File: config.mk
export PLATFORM = sky130hd
export DESIGN_NAME = telecommand_frame_builder_crc32
export DESIGN_NICKNAME = d
export VERILOG_FILES = /design/src/hw/rtl/tcfb_pkg.sv /design/src/hw/rtl/tcfb_front.sv /design/src/hw/rtl/tcfb_queue.sv /design/src/hw/rtl/tcfb_back.sv /design/src/hw/rtl/telecommand_frame_builder_crc32.sv
export VERILOG_INCLUDE_DIRS = /design/src /design/src/hw/rtl
export SDC_FILE = /design/constraint.sdc
export NUM_CORES = 1
export LEC_CHECK = 0
export BUFFER_PORTS_ARGS = -buffer_cell sky130_fd_sc_hd__buf_2
export CORE_UTILIZATION = 50
export CTS_CLUSTER_SIZE = 16
export DETAILED_ROUTE_END_ITERATION = 8
export GPL_ROUTABILITY_DRIVEN = 1
export GPL_TIMING_DRIVEN = 0
export PLACE_DENSITY = 0.72
export SYNTH_ARGS = -nofsm -noshare
export SYNTH_HDL_FRONTEND = slang
export SYNTH_SLANG_ARGS = --single-unit
File: constraint.sdc
create_clock -name clk -period 6.85 [get_ports clk]
set_input_delay 1.37 -clock clk [delete_from_list [all_inputs] [get_ports clk]]
set_output_delay 1.37 -clock clk [all_outputs]
set_load 0.05 [all_outputs]
File: src/hw/rtl/telecommand_frame_builder_crc32_macros.svh
// assertion macros used by the back end of the frame builder rtl
// expects clk and rst_n in the scope of each use
`ifndef TELECOMMAND_FRAME_BUILDER_CRC32_MACROS_SVH
`define TELECOMMAND_FRAME_BUILDER_CRC32_MACROS_SVH

// same-cycle implication
`define TCFB_ASSERT_NOW(label, ante, cons, msg) \
  label: assert property (@(posedge clk) disable iff (!rst_n) (ante) |-> (cons)) \
    else $error(msg);

// next-cycle implication
`define TCFB_ASSERT_NEXT(label, ante, cons, msg) \
  label: assert property (@(posedge clk) disable iff (!rst_n) (ante) |=> (cons)) \
    else $error(msg);

`endif

File: src/hw/rtl/tcfb_pkg.sv
// shared types, constants and crc helper for the telecommand frame builder
// no dependencies
`timescale 1ns / 1ps

package tcfb_pkg;

  localparam int unsigned LEN_W      = 16;
  localparam int unsigned QDEPTH     = 4;
  localparam int unsigned QPTR_W     = $clog2(QDEPTH);
  localparam int unsigned QCNT_W     = $clog2(QDEPTH + 1);
  localparam int unsigned HDR_BYTES  = 12;
  localparam int unsigned TRL_BYTES  = 8;
  localparam logic [31:0] ALL_ONES   = 32'hFFFF_FFFF;
  localparam logic [31:0] FRAME_OVHD = 32'd20;
  localparam logic [LEN_W-1:0] MIN_LEN = LEN_W'(2);

  // configuration register indexes
  localparam logic [1:0] REG_PREAMBLE  = 2'd0;
  localparam logic [1:0] REG_POSTAMBLE = 2'd1;
  localparam logic [1:0] REG_MSG_TYPE  = 2'd2;
  localparam logic [1:0] REG_CRC_POLY  = 2'd3;

  localparam logic [31:0] RST_PREAMBLE  = 32'h0000_0000;
  localparam logic [31:0] RST_POSTAMBLE = 32'h0000_0000;
  localparam logic [31:0] RST_MSG_TYPE  = 32'h0000_0001;
  localparam logic [31:0] RST_CRC_POLY  = 32'hEDB8_8320;

  typedef struct packed {
    logic [7:0]  payload_byte;
    logic [15:0] payload_length;
  } in_word_t;

  typedef struct packed {
    logic [7:0] frame_byte;
    logic       frame_end;
    logic       run_last;
  } out_word_t;

  typedef struct packed {
    logic [31:0] preamble_word;
    logic [31:0] postamble_word;
    logic [31:0] message_type;
    logic [31:0] crc_polynomial;
  } cfg_regs_t;

  // classified item handed from front to back
  typedef struct packed {
    logic [7:0]       pbyte;
    logic             first;
    logic             last;
    logic [LEN_W-1:0] len;
  } qent_t;

  // one byte through the reflected crc, lsb first
  function automatic logic [31:0] crc_byte(input logic [31:0] crc_in,
                                           input logic [7:0]  data,
                                           input logic [31:0] poly);
    logic [31:0] c;
    c = crc_in ^ {24'd0, data};
    for (int b = 0; b < 8; b++) begin
      if (c[0]) begin
        c = (c >> 1) ^ poly;
      end else begin
        c = c >> 1;
      end
    end
    return c;
  endfunction

endpackage

File: src/hw/rtl/tcfb_front.sv
// front end: accepts payload words and marks frame start and end
// depends on tcfb_pkg
`timescale 1ns / 1ps

module tcfb_front
  import tcfb_pkg::*;
(
  input  logic     clk,
  input  logic     rst_n,
  input  logic     in_valid,
  output logic     in_stall,
  input  in_word_t in_data,
  output logic     q_push,
  output qent_t    q_wdata,
  input  logic     q_full
);

  logic             in_frame_r, in_frame_nxt;
  logic [LEN_W-1:0] rem_r, rem_nxt;
  logic [LEN_W-1:0] len_raw, len_adj;
  logic             accept;

  assign in_stall = q_full;
  assign accept   = in_valid && !q_full;
  assign q_push   = accept;

  assign len_raw = in_data.payload_length[LEN_W-1:0];
  assign len_adj = (len_raw < MIN_LEN) ? MIN_LEN : len_raw;

  always_comb begin
    in_frame_nxt      = in_frame_r;
    rem_nxt           = rem_r;
    q_wdata.pbyte     = in_data.payload_byte;
    q_wdata.len       = len_adj;
    q_wdata.first     = !in_frame_r;
    q_wdata.last      = 1'b0;
    if (!in_frame_r) begin
      // frames carry at least two bytes, so a first word never closes one
      rem_nxt = len_adj - LEN_W'(1);
    end else begin
      rem_nxt      = rem_r - LEN_W'(1);
      q_wdata.last = (rem_nxt == '0);
    end
    in_frame_nxt = !q_wdata.last;
  end

  always_ff @(posedge clk) begin
    if (!rst_n) begin
      in_frame_r <= 1'b0;
      rem_r      <= '0;
    end else if (accept) begin
      in_frame_r <= in_frame_nxt;
      rem_r      <= rem_nxt;
    end
  end

endmodule

File: src/hw/rtl/tcfb_queue.sv
// small register queue between the front and back ends
// depends on tcfb_pkg
`timescale 1ns / 1ps

module tcfb_queue
  import tcfb_pkg::*;
(
  input  logic  clk,
  input  logic  rst_n,
  input  logic  push,
  input  qent_t wdata,
  output logic  full,
  input  logic  pop,
  output logic  rvalid,
  output qent_t rdata
);

  qent_t             mem_r [QDEPTH];
  logic [QPTR_W-1:0] wr_ptr_r, rd_ptr_r;
  logic [QCNT_W-1:0] cnt_r, cnt_nxt;

  assign full   = (cnt_r == QCNT_W'(QDEPTH));
  assign rvalid = (cnt_r != '0);
  assign rdata  = mem_r[rd_ptr_r];

  always_comb begin
    cnt_nxt = cnt_r;
    if (push && !pop) begin
      cnt_nxt = cnt_r + QCNT_W'(1);
    end else if (pop && !push) begin
      cnt_nxt = cnt_r - QCNT_W'(1);
    end
  end

  always_ff @(posedge clk) begin
    if (push) begin
      mem_r[wr_ptr_r] <= wdata;
    end
  end

  always_ff @(posedge clk) begin
    if (!rst_n) begin
      wr_ptr_r <= '0;
      rd_ptr_r <= '0;
      cnt_r    <= '0;
    end else begin
      if (push) begin
        wr_ptr_r <= wr_ptr_r + QPTR_W'(1);
      end
      if (pop) begin
        rd_ptr_r <= rd_ptr_r + QPTR_W'(1);
      end
      cnt_r <= cnt_nxt;
    end
  end

endmodule

File: src/hw/rtl/tcfb_back.sv
// back end: expands queued words into header, payload and trailer bytes
// depends on tcfb_pkg and the assertion macros header
`timescale 1ns / 1ps

`include "telecommand_frame_builder_crc32_macros.svh"

module tcfb_back
  import tcfb_pkg::*;
(
  input  logic      clk,
  input  logic      rst_n,
  input  cfg_regs_t cfg,
  input  logic      q_valid,
  input  qent_t     q_rdata,
  output logic      q_pop,
  output logic      out_valid,
  input  logic      out_stall,
  output out_word_t out_data
);

  typedef enum logic [1:0] {PH_HDR, PH_PAY, PH_TRL} phase_t;

  phase_t      phase_r, phase_nxt, eff_phase;
  logic [3:0]  cnt_r, cnt_nxt;
  logic [31:0] crc_r, crc_nxt, crc_base, crc_out;
  logic        out_valid_r, out_valid_nxt;
  out_word_t   out_data_r, out_data_nxt;
  logic        emit;
  logic [31:0] hdr_word, trl_word;
  logic [7:0]  hdr_byte, trl_byte;

  // a word that does not open a frame skips the header
  assign eff_phase = (phase_r == PH_HDR && !q_rdata.first) ? PH_PAY : phase_r;
  assign emit      = q_valid && (!out_valid_r || !out_stall);

  always_comb begin
    case (cnt_r[3:2])
      2'd0:    hdr_word = cfg.preamble_word;
      2'd1:    hdr_word = {{(32-LEN_W){1'b0}}, q_rdata.len} + FRAME_OVHD;
      default: hdr_word = cfg.message_type;
    endcase
    hdr_byte = hdr_word[8*cnt_r[1:0] +: 8];
    trl_word = cnt_r[2] ? cfg.postamble_word : (crc_r ^ ALL_ONES);
    trl_byte = trl_word[8*cnt_r[1:0] +: 8];
  end

  // header restarts the crc from all ones
  assign crc_base = (eff_phase == PH_HDR && cnt_r == '0) ? ALL_ONES : crc_r;
  assign crc_out  = crc_byte(crc_base,
                             (eff_phase == PH_HDR) ? hdr_byte : q_rdata.pbyte,
                             cfg.crc_polynomial);

  always_comb begin
    phase_nxt     = phase_r;
    cnt_nxt       = cnt_r;
    crc_nxt       = crc_r;
    out_data_nxt  = out_data_r;
    out_valid_nxt = out_valid_r && out_stall;
    q_pop         = 1'b0;
    if (emit) begin
      out_valid_nxt          = 1'b1;
      out_data_nxt.frame_end = 1'b0;
      out_data_nxt.run_last  = 1'b0;
      case (eff_phase)
        PH_HDR: begin
          out_data_nxt.frame_byte = hdr_byte;
          crc_nxt                 = crc_out;
          if (cnt_r == 4'(HDR_BYTES - 1)) begin
            phase_nxt = PH_PAY;
            cnt_nxt   = '0;
          end else begin
            cnt_nxt = cnt_r + 4'd1;
          end
        end
        PH_PAY: begin
          out_data_nxt.frame_byte = q_rdata.pbyte;
          crc_nxt                 = crc_out;
          cnt_nxt                 = '0;
          if (q_rdata.last) begin
            phase_nxt = PH_TRL;
          end else begin
            phase_nxt             = PH_HDR;
            out_data_nxt.run_last = 1'b1;
            q_pop                 = 1'b1;
          end
        end
        PH_TRL: begin
          out_data_nxt.frame_byte = trl_byte;
          if (cnt_r == 4'(TRL_BYTES - 1)) begin
            out_data_nxt.frame_end = 1'b1;
            out_data_nxt.run_last  = 1'b1;
            phase_nxt              = PH_HDR;
            cnt_nxt                = '0;
            crc_nxt                = ALL_ONES;
            q_pop                  = 1'b1;
          end else begin
            cnt_nxt = cnt_r + 4'd1;
          end
        end
        default: begin
          phase_nxt = PH_HDR;
          cnt_nxt   = '0;
        end
      endcase
    end
  end

  always_ff @(posedge clk) begin
    if (!rst_n) begin
      phase_r     <= PH_HDR;
      cnt_r       <= '0;
      crc_r       <= ALL_ONES;
      out_valid_r <= 1'b0;
    end else begin
      phase_r     <= phase_nxt;
      cnt_r       <= cnt_nxt;
      crc_r       <= crc_nxt;
      out_valid_r <= out_valid_nxt;
    end
    out_data_r <= out_data_nxt;
  end

  assign out_valid = out_valid_r;
  assign out_data  = out_data_r;

  `TCFB_ASSERT_NOW(a_end_is_last, out_valid_r && out_data_r.frame_end, out_data_r.run_last, "frame end without run end")
  `TCFB_ASSERT_NOW(a_trl_on_last, q_valid && phase_r == PH_TRL, q_rdata.last, "trailer on a word that does not close a frame")
  `TCFB_ASSERT_NOW(a_hdr_cnt, phase_r == PH_HDR, cnt_r < 4'(HDR_BYTES), "header counter out of range")
  `TCFB_ASSERT_NOW(a_pop_emit, q_pop, emit, "queue pop without an emitted byte")

endmodule

File: src/hw/rtl/telecommand_frame_builder_crc32.sv
// channel  | dir | handshake          | payload
// in_      | in  | in_valid/in_stall  | in_word_t (payload_byte, payload_length)
// out_     | out | out_valid/out_stall| out_word_t (frame_byte, frame_end, run_last)
// cfg_     | in  | cfg_valid/cfg_ready| cfg_index, cfg_wdata
//
// a middle payload word gives one byte, a first word adds the header bytes
// and a last word the trailer, via the single byte output register of the back end
// a four-word queue lets the front keep taking words while the back expands runs
// reset is synchronous and needs no clearing pass; config returns to defaults
// out_stall holds the output register, in_stall rises only when the queue is full
// top level of the telecommand frame builder, holds the config registers
// depends on tcfb_pkg, tcfb_front, tcfb_queue and tcfb_back
`timescale 1ns / 1ps

module telecommand_frame_builder_crc32
  import tcfb_pkg::*;
(
  input  logic        clk,
  input  logic        rst_n,
  input  logic        in_valid,
  output logic        in_stall,
  input  in_word_t    in_data,
  output logic        out_valid,
  input  logic        out_stall,
  output out_word_t   out_data,
  input  logic        cfg_valid,
  output logic        cfg_ready,
  input  logic [1:0]  cfg_index,
  input  logic [31:0] cfg_wdata
);

  cfg_regs_t cfg_r;
  logic      q_push, q_full, q_pop, q_valid;
  qent_t     q_wdata, q_rdata;

  assign cfg_ready = 1'b1;

  always_ff @(posedge clk) begin
    if (!rst_n) begin
      cfg_r.preamble_word  <= RST_PREAMBLE;
      cfg_r.postamble_word <= RST_POSTAMBLE;
      cfg_r.message_type   <= RST_MSG_TYPE;
      cfg_r.crc_polynomial <= RST_CRC_POLY;
    end else if (cfg_valid && cfg_ready) begin
      case (cfg_index)
        REG_PREAMBLE:  cfg_r.preamble_word  <= cfg_wdata;
        REG_POSTAMBLE: cfg_r.postamble_word <= cfg_wdata;
        REG_MSG_TYPE:  cfg_r.message_type   <= cfg_wdata;
        REG_CRC_POLY:  cfg_r.crc_polynomial <= cfg_wdata;
        default: ;
      endcase
    end
  end

  tcfb_front u_front (
    .clk      (clk),
    .rst_n    (rst_n),
    .in_valid (in_valid),
    .in_stall (in_stall),
    .in_data  (in_data),
    .q_push   (q_push),
    .q_wdata  (q_wdata),
    .q_full   (q_full)
  );

  tcfb_queue u_queue (
    .clk    (clk),
    .rst_n  (rst_n),
    .push   (q_push),
    .wdata  (q_wdata),
    .full   (q_full),
    .pop    (q_pop),
    .rvalid (q_valid),
    .rdata  (q_rdata)
  );

  tcfb_back u_back (
    .clk       (clk),
    .rst_n     (rst_n),
    .cfg       (cfg_r),
    .q_valid   (q_valid),
    .q_rdata   (q_rdata),
    .q_pop     (q_pop),
    .out_valid (out_valid),
    .out_stall (out_stall),
    .out_data  (out_data)
  );

endmodule

==> impl_metrics.tcl, run 1 <==
set metrics [dict create \
    syn_to_final_growth_pct 11.1 \
    worst_slew_pin_slew_ns 1.18 \
    powerDensity_mw_per_mm2 625 \
    synth_seq_area_share 0.394 \
    clk_pin_slew_ns 0.06 \
    die_y_um 194 \
    ys_async_sr_fraction 0 \
    synth_common_cells "nand2_1 (540), xnor2_1 (217), dfxtp_1 (193)" \
    hold_buffers 0 \
    synthCells 2107 \
    drv_slew 0 \
    avgSynthCellArea_sq_um 8.77 \
    crit_path_end_kind "flop" \
    crit_path_frequent_cell "buf_2" \
    grt_util_all_layers 0.281 \
    holdPathStages 2 \
    cts-root-buf "clkbuf_16" \
    clock_skew_ns 0.0105 \
    syn-num-nets 2182 \
    ys_top_cells_by_area "dfxtp_1 (21%), edfxtp_1 (19%), nand2_1 (11%)" \
    critPathBufInv 3 \
    drtAntennaViolNets 0 \
    synthesis.area_sq_mm 0.0185 \
    drt_wl_total_um 53700 \
    drtPass1Iterations 6 \
    max_stage_delay_ns 0.50 \
    hold_start "cfg_r[47]" \
    place.gp.congestion 0.939 \
    grt_pass1_wl_um 83000 \
    yosys.area_share.simple 0.210 \
    regArea_sq_mm 0.00729 \
    outcome "finished clean" \
    coreArea_sq_mm 0.0365 \
    synth_area_leader_cell "dfxtp_1" \
    worst_slew_margin_rel 0.204 \
    first_global_vias 14800 \
    cp_slowest_cell "xnor3_1" \
    critPathTopFamily "compound AO/OA/AOI/OAI gates" \
    n_fill_cell 3294 \
    leakagePower_nw 7.35 \
    clock-sinks 307 \
    drc 0 \
    critPathLaunchType "flop" \
    min_period_ns 6.57 \
    synth_top_family_by_area "simple AND/OR/NAND/NOR gates" \
    rows 70 \
    yosysMostFrequentCell "nand2_1" \
    max_freq_mhz 152 \
    maxCapViolCount 0 \
    final_nets 2290 \
    period_share 0.960 \
    crit_type "reg2reg" \
    reg2reg_depth 22 \
    dp_cells 2649 \
    crit_fanout 10 \
    synth_cell_types 87 \
    via_per_inst 5.79 \
    io_buffer_count 73 \
    yosys.area.top_type_share 0.209 \
    final_cells 2708 \
    cp_cell_sequence "buf_2 > buf_2 > mux4_2 > ha_1 > or2_1 > o22ai_2 > nor4_1 > o31ai_4 > o211ai_1 > a211oi_4 > xnor3_1 > and2_1 > xnor3_2 > a2111oi_2 > a311oi_4 > mux2i_2 > xor2_1 > buf_2 > nand2_1 > xnor2_1 > xnor2_1 > o22a_1" \
    synth.mux.area_fraction 0.0552 \
    drive_above_1_share 0.115 \
    cts_tree "built" \
    start_util 0.506 \
    initialDrtViolationCount 1292 \
    routedWlPerCell_um 19.8 \
    hold_class "reg2reg" \
    synth_edf_count 114 \
    worstPathArrival_ns 7.02 \
    grt_max_degree 27 \
    hpwl_um 40700 \
    yosys_most_used_dff "dfxtp_1" \
    rr_endpoint "u_back.crc_r[28]" \
    hold_slack_ns 0.462 \
    multi_input_area_sq_mm 0.0104 \
    synth-seq-cells 307 \
    die_x_um 194 \
    setup_violations 0 \
    worstPathRequired_ns 7.30 \
    worstSkewPairLatency_ns 0.56 \
    die_area_sq_mm 0.0377 \
    synth_adder_area_share 0.00853 \
    synth_xor_area_frac 0.133 \
    hold_end "cfg_r[47]" \
    synth_compound_area_frac 0.152 \
    r2r_slack_ns 0.28 \
    yosys_warnings 0 \
    peakVddDrop_uv 432 \
    cts_buffer_depth 3 \
    hold_viol_final 0 \
    antenna_found_initial 5 \
    htreeDepth 1 \
    io_pins 76 \
    cts_made_buffers 31 \
    grt_overflow 0 \
    num_vias 15700 \
]
==> per-stage QoR <==
stage               TNS (ns)  setup WS, ns   util  cell area [sq um]  power [mW]
global placement       -2.28        -0.113  0.532              19400        10.9
finish                     0         0.277  0.562              20500        12.8
floorplan                  0          1.06      -              18500        9.26
detailed placement     -7.60        -0.305  0.533              19500        11.0
CTS                        0        0.0227  0.561              20500        12.7
global route        -0.00935      -0.00822  0.562              20500        13.6
==> routing by layer <==
layer,share of wire,global-route usage
met1,0.42,0.367
met2,0.47,0.472
met3,0.062,0.0244
met4,0.047,0.133
met5,0.00063,0
==> where the power goes <==
group / total (mW) / internal (mW) / switching [mW]
registers: 2.31 / 2.16 / 0.147
logic: 8.84 / 3.93 / 4.91
clock network: 1.70 / 0.995 / 0.705
==> flip-flops by register name (all words and copies together), names as in the netlist, named ones only <==
signal / flops
cfg_r: 128
u_queue.mem_r: 104
u_back.crc_r: 32
u_front.rem_r: 16
u_back.out_data: 10
u_back.cnt_r: 4
u_queue.cnt_r: 3
u_back.phase_r: 2
u_queue.rd_ptr_r: 2
u_queue.wr_ptr_r: 2
u_back.out_valid: 1
u_front.in_frame_r: 1
==> worst reg2reg max path, stage by stage, from the launching register on <==
cell	delay, ns
dfxtp_1	0.30
buf_2	0.26
buf_2	0.33
mux4_2	0.45
ha_1	0.29
or2_1	0.25
o22ai_2	0.24
nor4_1	0.14
o31ai_4	0.36
o211ai_1	0.21
a211oi_4	0.31
xnor3_1	0.50
and2_1	0.20
xnor3_2	0.30
a2111oi_2	0.47
a311oi_4	0.11
mux2i_2	0.42
xor2_1	0.26
buf_2	0.31
nand2_1	0.11
xnor2_1	0.36
xnor2_1	0.13
o22a_1	0.17
==> cell type report <==
| type | count | share of cell area |
|---|---|---|
| well taps | 468 | 0.0285 |
| inverters | 27 | 0.00493 |
| clock buffers | 44 | 0.0426 |
| clock inverters | 12 | 0.00670 |
| flip-flops and latches | 307 | 0.355 |
| repair buffers | 75 | 0.0195 |
| diodes | 2 | 0.000244 |
| plain buffers | 181 | 0.0372 |
| multi-input cells | 1592 | 0.506 |
==> how the worst max path moves through the flow <==
stage / start / end / cells after the start
floorplan: flop / u_back.crc_r[1] / 22
global placement: flop / u_back.crc_r[5] / 21
detailed placement: flop / u_back.crc_r[5] / 21
CTS: flop / u_back.crc_r[9] / 21
global route: flop / u_back.crc_r[28] / 24
finish: flop / u_back.crc_r[28] / 22
==> cells by family after synthesis <==
family                   after synthesis
buffers and inverters                208
AND/OR/NAND/NOR                      860
AO/OA/AOI/OAI                        393
XOR/XNOR                             270
flip-flops                           307
adder cells (fa/ha/maj)               12
multiplexers                          56
other                                  1
==> layout by cell type, fill, tap and decap left out, drive strengths merged, types with 7 or more instances in the layout <==
| cell type | netlist | layout |
|---|---|---|
| nor3b | 13 | 13 |
| or2 | 7 | 7 |
| xnor2 | 218 | 218 |
| mux4 | 36 | 36 |
| xor2 | 46 | 46 |
| ha | 11 | 11 |
| a31oi | 11 | 11 |
| nor2 | 96 | 96 |
| dfxtp | 193 | 193 |
| nand3b | 7 | 7 |
| buf | 32 | 106 |
| or3 | 17 | 17 |
| o22ai | 10 | 10 |
| nor4 | 8 | 8 |
| o22a | 32 | 32 |
| inv | 24 | 24 |
| mux2 | 7 | 7 |
| a22oi | 10 | 10 |
| nand2b | 12 | 12 |
| o211ai | 9 | 9 |
| mux2i | 13 | 13 |
| a21oi | 58 | 58 |
| clkbuf | 149 | 194 |
| and3 | 11 | 11 |
| nand3 | 63 | 63 |
| nand2 | 540 | 540 |
| nor3 | 37 | 37 |
| a21boi | 124 | 124 |
| nor2b | 15 | 15 |
| o21ai | 65 | 65 |
| a211oi | 13 | 13 |
| and2 | 14 | 14 |
| edfxtp | 114 | 114 |
| clkinv | 3 | 12 |
==> timing repair <==
item                       CTS  global route
setup buffers                0             1
resized for setup            4            10
pin swaps                    0             1
setup endpoints to repair   30            32
No activity file was read; power rests on OpenSTA's default activity.
==> inputs of run 2 (changes only) <==
- CORE_UTILIZATION: 50 -> 55
- PLACE_DENSITY: 0.72 -> 0.77
==> run 2 against run 1 <==
Effect of this change:
- non-clock buffer count unchanged
- die area down 9.0%
- global-route usage up 3.8 points
- wire length up 1.7%
- clock-buffer cell count down 6
- critical path type unchanged
- clock power up 2%
- critical path depth up 1
- utilization up 6.4 points
- highest routed layer unchanged
- worst hold slack better by 0.0014 ns
- fmax down 0.70%
- sequential cell count unchanged
==> impl_metrics.tcl, run 2 (synthesized netlist as in run 1, its figures left out) <==
set metrics [dict create \
    outcome "finished clean" \
    crit_fanout 10 \
    p_sw_mw 5.78 \
    hpwl_um 40600 \
    setup_violations 0 \
    grt_pass1_wl_um 83900 \
    rows 66 \
    drive_above_1_share 0.117 \
    seqPwrFrac 0.180 \
    cts-root-buf "clkbuf_16" \
    critPathLaunchType "flop" \
    grt_max_degree 27 \
    setup_tns_ns 0 \
    num_vias 15800 \
    place_ws_ns -0.340 \
    fin_ws_ns 0.231 \
    largest_reg_flops 128 \
    hold_class "reg2reg" \
    leakagePower_nw 7.35 \
    grt_overflow 0 \
    worstSkewPairLatency_ns 0.57 \
    hold_viol_final 0 \
    via_per_inst 5.88 \
    dp_cells 2622 \
    final_nets 2290 \
    period_share 0.966 \
    p_sw_frac 0.448 \
    worst_slew_margin_rel 0.0871 \
    power_mw 12.9 \
    powerDensity_mw_per_mm2 627 \
    hold_start "cfg_r[67]" \
    first_global_vias 15100 \
    mostFrequentLayoutCells "nand2_1 (540), xnor2_1 (215), dfxtp_1 (192)" \
    worstPathRequired_ns 7.30 \
    final_cells 2679 \
    clock-sinks 307 \
    drv_slew 0 \
    drtPass1Iterations 5 \
    cts_made_buffers 31 \
    initialDrtViolationCount 1599 \
    htreeDepth 1 \
    syn_to_final_growth_pct 11.2 \
    drtAntennaViolNets 0 \
    top_register "cfg_r" \
    drt_wl_total_um 54600 \
    coreArea_sq_mm 0.0328 \
    placed_area_sq_mm 0.0194 \
    clk_pin_slew_ns 0.06 \
    place.gp.congestion 0.936 \
    drc 0 \
    routedWlPerCell_um 20.4 \
    crit_path_end_kind "flop" \
    mostFrequentLayoutCell "nand2_1" \
    multi_input_area_sq_mm 0.0104 \
    die_x_um 185 \
    peakVddDrop_uv 537 \
    clock_skew_ns 0.0200 \
    io_buffer_count 73 \
    hold_end "cfg_r[67]" \
    final_cell_area_sq_mm 0.0205 \
    max_freq_mhz 151 \
    die_area_sq_mm 0.0343 \
    maxCapViolCount 0 \
    reg2reg_depth 23 \
    regArea_sq_mm 0.00729 \
    worst_slew_pin_slew_ns 1.37 \
    holdPathStages 2 \
    crit_type "reg2reg" \
    cts_buffer_depth 3 \
    antenna_found_initial 2 \
    biggestRegsByFlops "cfg_r: 128 flops, u_queue.mem_r: 104 flops, u_back.crc_r: 32 flops" \
    grt_util_all_layers 0.319 \
    min_period_ns 6.62 \
    clkPwrFrac 0.135 \
    io_pins 76 \
    p_comb_frac 0.686 \
    start_util 0.564 \
    r2r_slack_ns 0.23 \
    p_int_mw 7.11 \
    n_fill_cell 2813 \
    worstPathArrival_ns 7.07 \
    die_y_um 185 \
    cts_tree "built" \
    rr_endpoint "u_back.crc_r[24]" \
]
==> run 2: area by class of cell <==
type,count,area share
plain buffers,181,0.0372
inverters,27,0.00493
clock inverters,16,0.00925
well taps,442,0.0269
flip-flops and latches,307,0.355
diodes,1,0.000122
multi-input cells,1592,0.507
repair buffers,75,0.0185
clock buffers,38,0.0410
==> run 2: power groups by stage <==
stage	clock [mW]	combinational [mW]	sequential, mW
3_5_place_dp	0	8.57	2.35
2_1_floorplan	0	6.85	2.41
6_report	1.74	8.84	2.32
3_3_place_gp	0	8.47	2.34
5_1_grt	1.82	9.48	2.34
4_1_cts	1.74	8.68	2.31
==> run 2: per-stage QoR <==
step	utilization	hold WS, ns
final	0.627	0.463
after global placement	0.592	0.448
after floorplan	-	0.438
after global routing	0.627	0.477
after detailed placement	0.592	0.456
after CTS	0.624	0.464
==> run 2: worst max-delay path by stage <==
stage	to	from	cells past startpoint	slack, ns
floorplan	u_back.crc_r[1]	flop	22	1.06
CTS	u_back.crc_r[9]	flop	21	0.11
finish	u_back.crc_r[24]	flop	23	0.23
global placement	u_back.crc_r[5]	flop	21	-0.13
detailed placement	u_back.crc_r[9]	flop	21	-0.34
global route	u_back.crc_r[26]	flop	23	-0.01
==> run 2: worst max-delay path, cell delays in order, from the launching register on <==
cell and delay [ns]:
dfxtp_1 0.30, buf_2 0.25, clkbuf_4 0.30, mux4_2 0.41, ha_1 0.29, or2_1 0.25, o22ai_2 0.24, nor4_1 0.16
o31ai_4 0.38, o211ai_1 0.21, a211oi_4 0.33, xnor3_1 0.50, and2_1 0.19, xnor3_2 0.31, a2111oi_4 0.40, a311oi_4 0.08
buf_4 0.19, mux2i_2 0.39, xor2_1 0.27, buf_2 0.32, nand2_1 0.10, xnor2_1 0.33, xnor2_1 0.12, o22a_1 0.16
==> run 2: timing repair <==
| action | in CTS | in global routing |
|---|---|---|
| gates resized for setup | 4 | 15 |
| setup endpoints to repair | 32 | 30 |
| setup buffers | 0 | 2 |
| pin swaps | 0 | 2 |
| hold buffers | 0 | 0 |
==> run 2: routing by layer <==
| metal | GRT usage | share of wire |
|---|---|---|
| met1 | 0.402 | 0.41 |
| met2 | 0.538 | 0.48 |
| met3 | 0.0370 | 0.065 |
| met4 | 0.163 | 0.051 |
| met5 | 0 | 0.00037 |
==> inputs of run 3 (changes only) <==
- CORE_ASPECT_RATIO: unset -> 1.2
- PLACE_DENSITY: 0.77 -> 0.71
- clock period: 6.85 -> 6.1 ns (I/O delays scaled with it)
==> run 3 against run 2 <==
Effect of this change:
- worst setup slack lost 0.11 ns
- die area is essentially flat
- total power grew 17%
- register-to-register slack lost 0.11 ns
- sequential share of layout area shrank 0.44 points
- clock-buffer cell count shrank 4
- highest routed layer is now met4
- largest cell class unchanged
- first-iteration DRC count shrank 29%
==> impl_metrics.tcl, run 3 (synthesized netlist as in run 1, its figures left out) <==
set metrics [dict create \
    antenna_found_initial 1 \
    routedWlPerCell_um 20.1 \
    cts-root-buf "clkbuf_16" \
    syn_to_final_growth_pct 12.6 \
    worstPathRequired_ns 6.60 \
    place.gp.congestion 0.958 \
    min_period_ns 5.98 \
    crit_type "reg2reg" \
    critPathBufInv 3 \
    clock_skew_ns 0.0118 \
    powerDensity_mw_per_mm2 724 \
    hold_class "reg2reg" \
    worst_slew_pin_slew_ns 1.34 \
    clock-sinks 307 \
    r2r_slack_ns 0.12 \
    cp_cell_sequence "buf_12 > mux4_2 > ha_2 > or2_1 > o221ai_1 > xor2_1 > a211oi_1 > a211oi_1 > a2111oi_0 > a311oi_2 > a21oi_1 > xnor3_1 > xor2_1 > xnor2_2 > xnor3_1 > nor3_4 > or3b_1 > buf_4 > buf_6 > nand3_2 > xnor2_1 > o22a_1" \
    worstPathArrival_ns 6.48 \
    crit_path_end_kind "flop" \
    grt_pass1_wl_um 83300 \
    start_util 0.559 \
    largest_reg_flops 128 \
    top_register "cfg_r" \
    die_x_um 169 \
    mostFrequentLayoutCells "nand2_1 (540), xnor2_1 (204), dfxtp_1 (192)" \
    grt_max_degree 27 \
    power_mw 15.1 \
    max_stage_delay_ns 0.55 \
    n_fill_cell 2866 \
    cp_slowest_cell "mux4_2" \
    grt_util_all_layers 0.317 \
    crit_fanout 10 \
    clk_pin_slew_ns 0.06 \
    grt_overflow 0 \
    cts_made_buffers 29 \
    drt_wl_total_um 54100 \
    critPathLaunchType "flop" \
    hpwl_um 41200 \
    first_global_vias 14800 \
    critPathTopFamily "compound AO/OA/AOI/OAI gates" \
    via_per_inst 5.74 \
    coreArea_sq_mm 0.0331 \
    hold_slack_ns 0.461 \
    drive_above_1_share 0.137 \
    hold_viol_final 0 \
    drc 0 \
    max_freq_mhz 167 \
    setup_violations 0 \
    drv_slew 0 \
    io_buffer_count 73 \
    mostFrequentLayoutCell "nand2_1" \
    worstSkewPairLatency_ns 0.57 \
    io_pins 76 \
    maxCapViolCount 0 \
    worst_slew_margin_rel 0.110 \
    drtPass1Iterations 5 \
    cts_buffer_depth 3 \
    die_area_sq_mm 0.0343 \
    num_vias 15500 \
    htreeDepth 1 \
    rows 73 \
    die_y_um 203 \
    initialDrtViolationCount 1135 \
    leakagePower_nw 7.48 \
    peakVddDrop_uv 536 \
    multi_input_area_sq_mm 0.0106 \
    regArea_sq_mm 0.00729 \
    drtAntennaViolNets 0 \
    period_share 0.981 \
    cts_tree "built" \
    biggestRegsByFlops "cfg_r: 128 flops, u_queue.mem_r: 104 flops, u_back.crc_r: 32 flops" \
    hold_buffers 0 \
    outcome "finished clean" \
    final_nets 2298 \
]
-- run 3: cell types whose count changed in the layout (fill, tap and decap cells not counted), moves of 8 or more --
cell	delta
buf_4	+18
clkbuf_1	-11
xnor2_1	-11
xnor2_2	+11
buf_2	-8
clkbuf_2	+8
-- run 3: routing by layer --
layer	track usage	wire (um)	up-vias
li1	-	-	7450
met1	0.369	20900	7355
met2	0.555	26800	495
met3	0.0355	2720	169
met4	0.197	3610	0
met5	0	0	-
-- run 3: through the flow --
| stage | instances | area, sq um | setup TNS, ns | utilization | worst slack [ns] |
|---|---|---|---|---|---|
| after floorplan | 2107 | 18500 | 0 | - | 0.306 |
| after global placement | 2630 | 19400 | -29.23 | 0.587 | -0.962 |
| after detailed placement | 2630 | 19400 | -32.01 | 0.587 | -1.06 |
| after CTS | 2689 | 20700 | 0 | 0.625 | 0.0108 |
| after global routing | 2694 | 20800 | -0.0672 | 0.629 | -0.0149 |
| final | 2695 | 20800 | 0 | 0.630 | 0.118 |
-- run 3: power by group --
part / internal [mW] / switching (mW) / total (mW)
Clock: 1.08 / 0.803 / 1.88
Sequential: 2.43 / 0.166 / 2.59
Combinational: 4.83 / 5.76 / 10.6
-- run 3: timing repair --
| item | 4_1_cts | 5_1_grt |
|---|---|---|
| pin swaps | 11 | 6 |
| setup buffers | 7 | 6 |
| endpoints found under the hold margin | 0 | 0 |
| gates resized for setup | 45 | 27 |
| endpoints found under the setup margin | 32 | 32 |
-- run 3: worst paths after layout --
check | startpoint | depth (start not counted) | endpoint
hold reg to reg | cfg_r[47] | 2 | cfg_r[47]
hold / removal | cfg_r[47] | 2 | cfg_r[47]
setup reg to reg | flop | 22 | u_back.crc_r[15]
setup / recovery | flop | 22 | u_back.crc_r[15]
-- run 3: final cells by class --
cell class / count / area share
Timing Repair Buffer: 86 / 0.0224
Tap cell: 450 / 0.0270
Sequential cell: 307 / 0.350
Antenna cell: 1 / 0.000120
Clock buffer: 34 / 0.0390
Clock inverter: 18 / 0.00860
Multi-Input combinational cell: 1592 / 0.509
Inverter: 27 / 0.00511
Buffer: 180 / 0.0388
-- run 3: worst reg2reg max path: stages, from the launching register on --
cell and delay (ns):
dfxtp_4 0.40, buf_12 0.16, mux4_2 0.56, ha_2 0.23, or2_1 0.26, o221ai_1 0.19, xor2_1 0.24, a211oi_1 0.11
a211oi_1 0.52, a2111oi_0 0.19, a311oi_2 0.49, a21oi_1 0.19, xnor3_1 0.28, xor2_1 0.24, xnor2_2 0.15, xnor3_1 0.46
nor3_4 0.20, or3b_1 0.15, buf_4 0.17, buf_6 0.19, nand3_2 0.09, xnor2_1 0.29, o22a_1 0.17
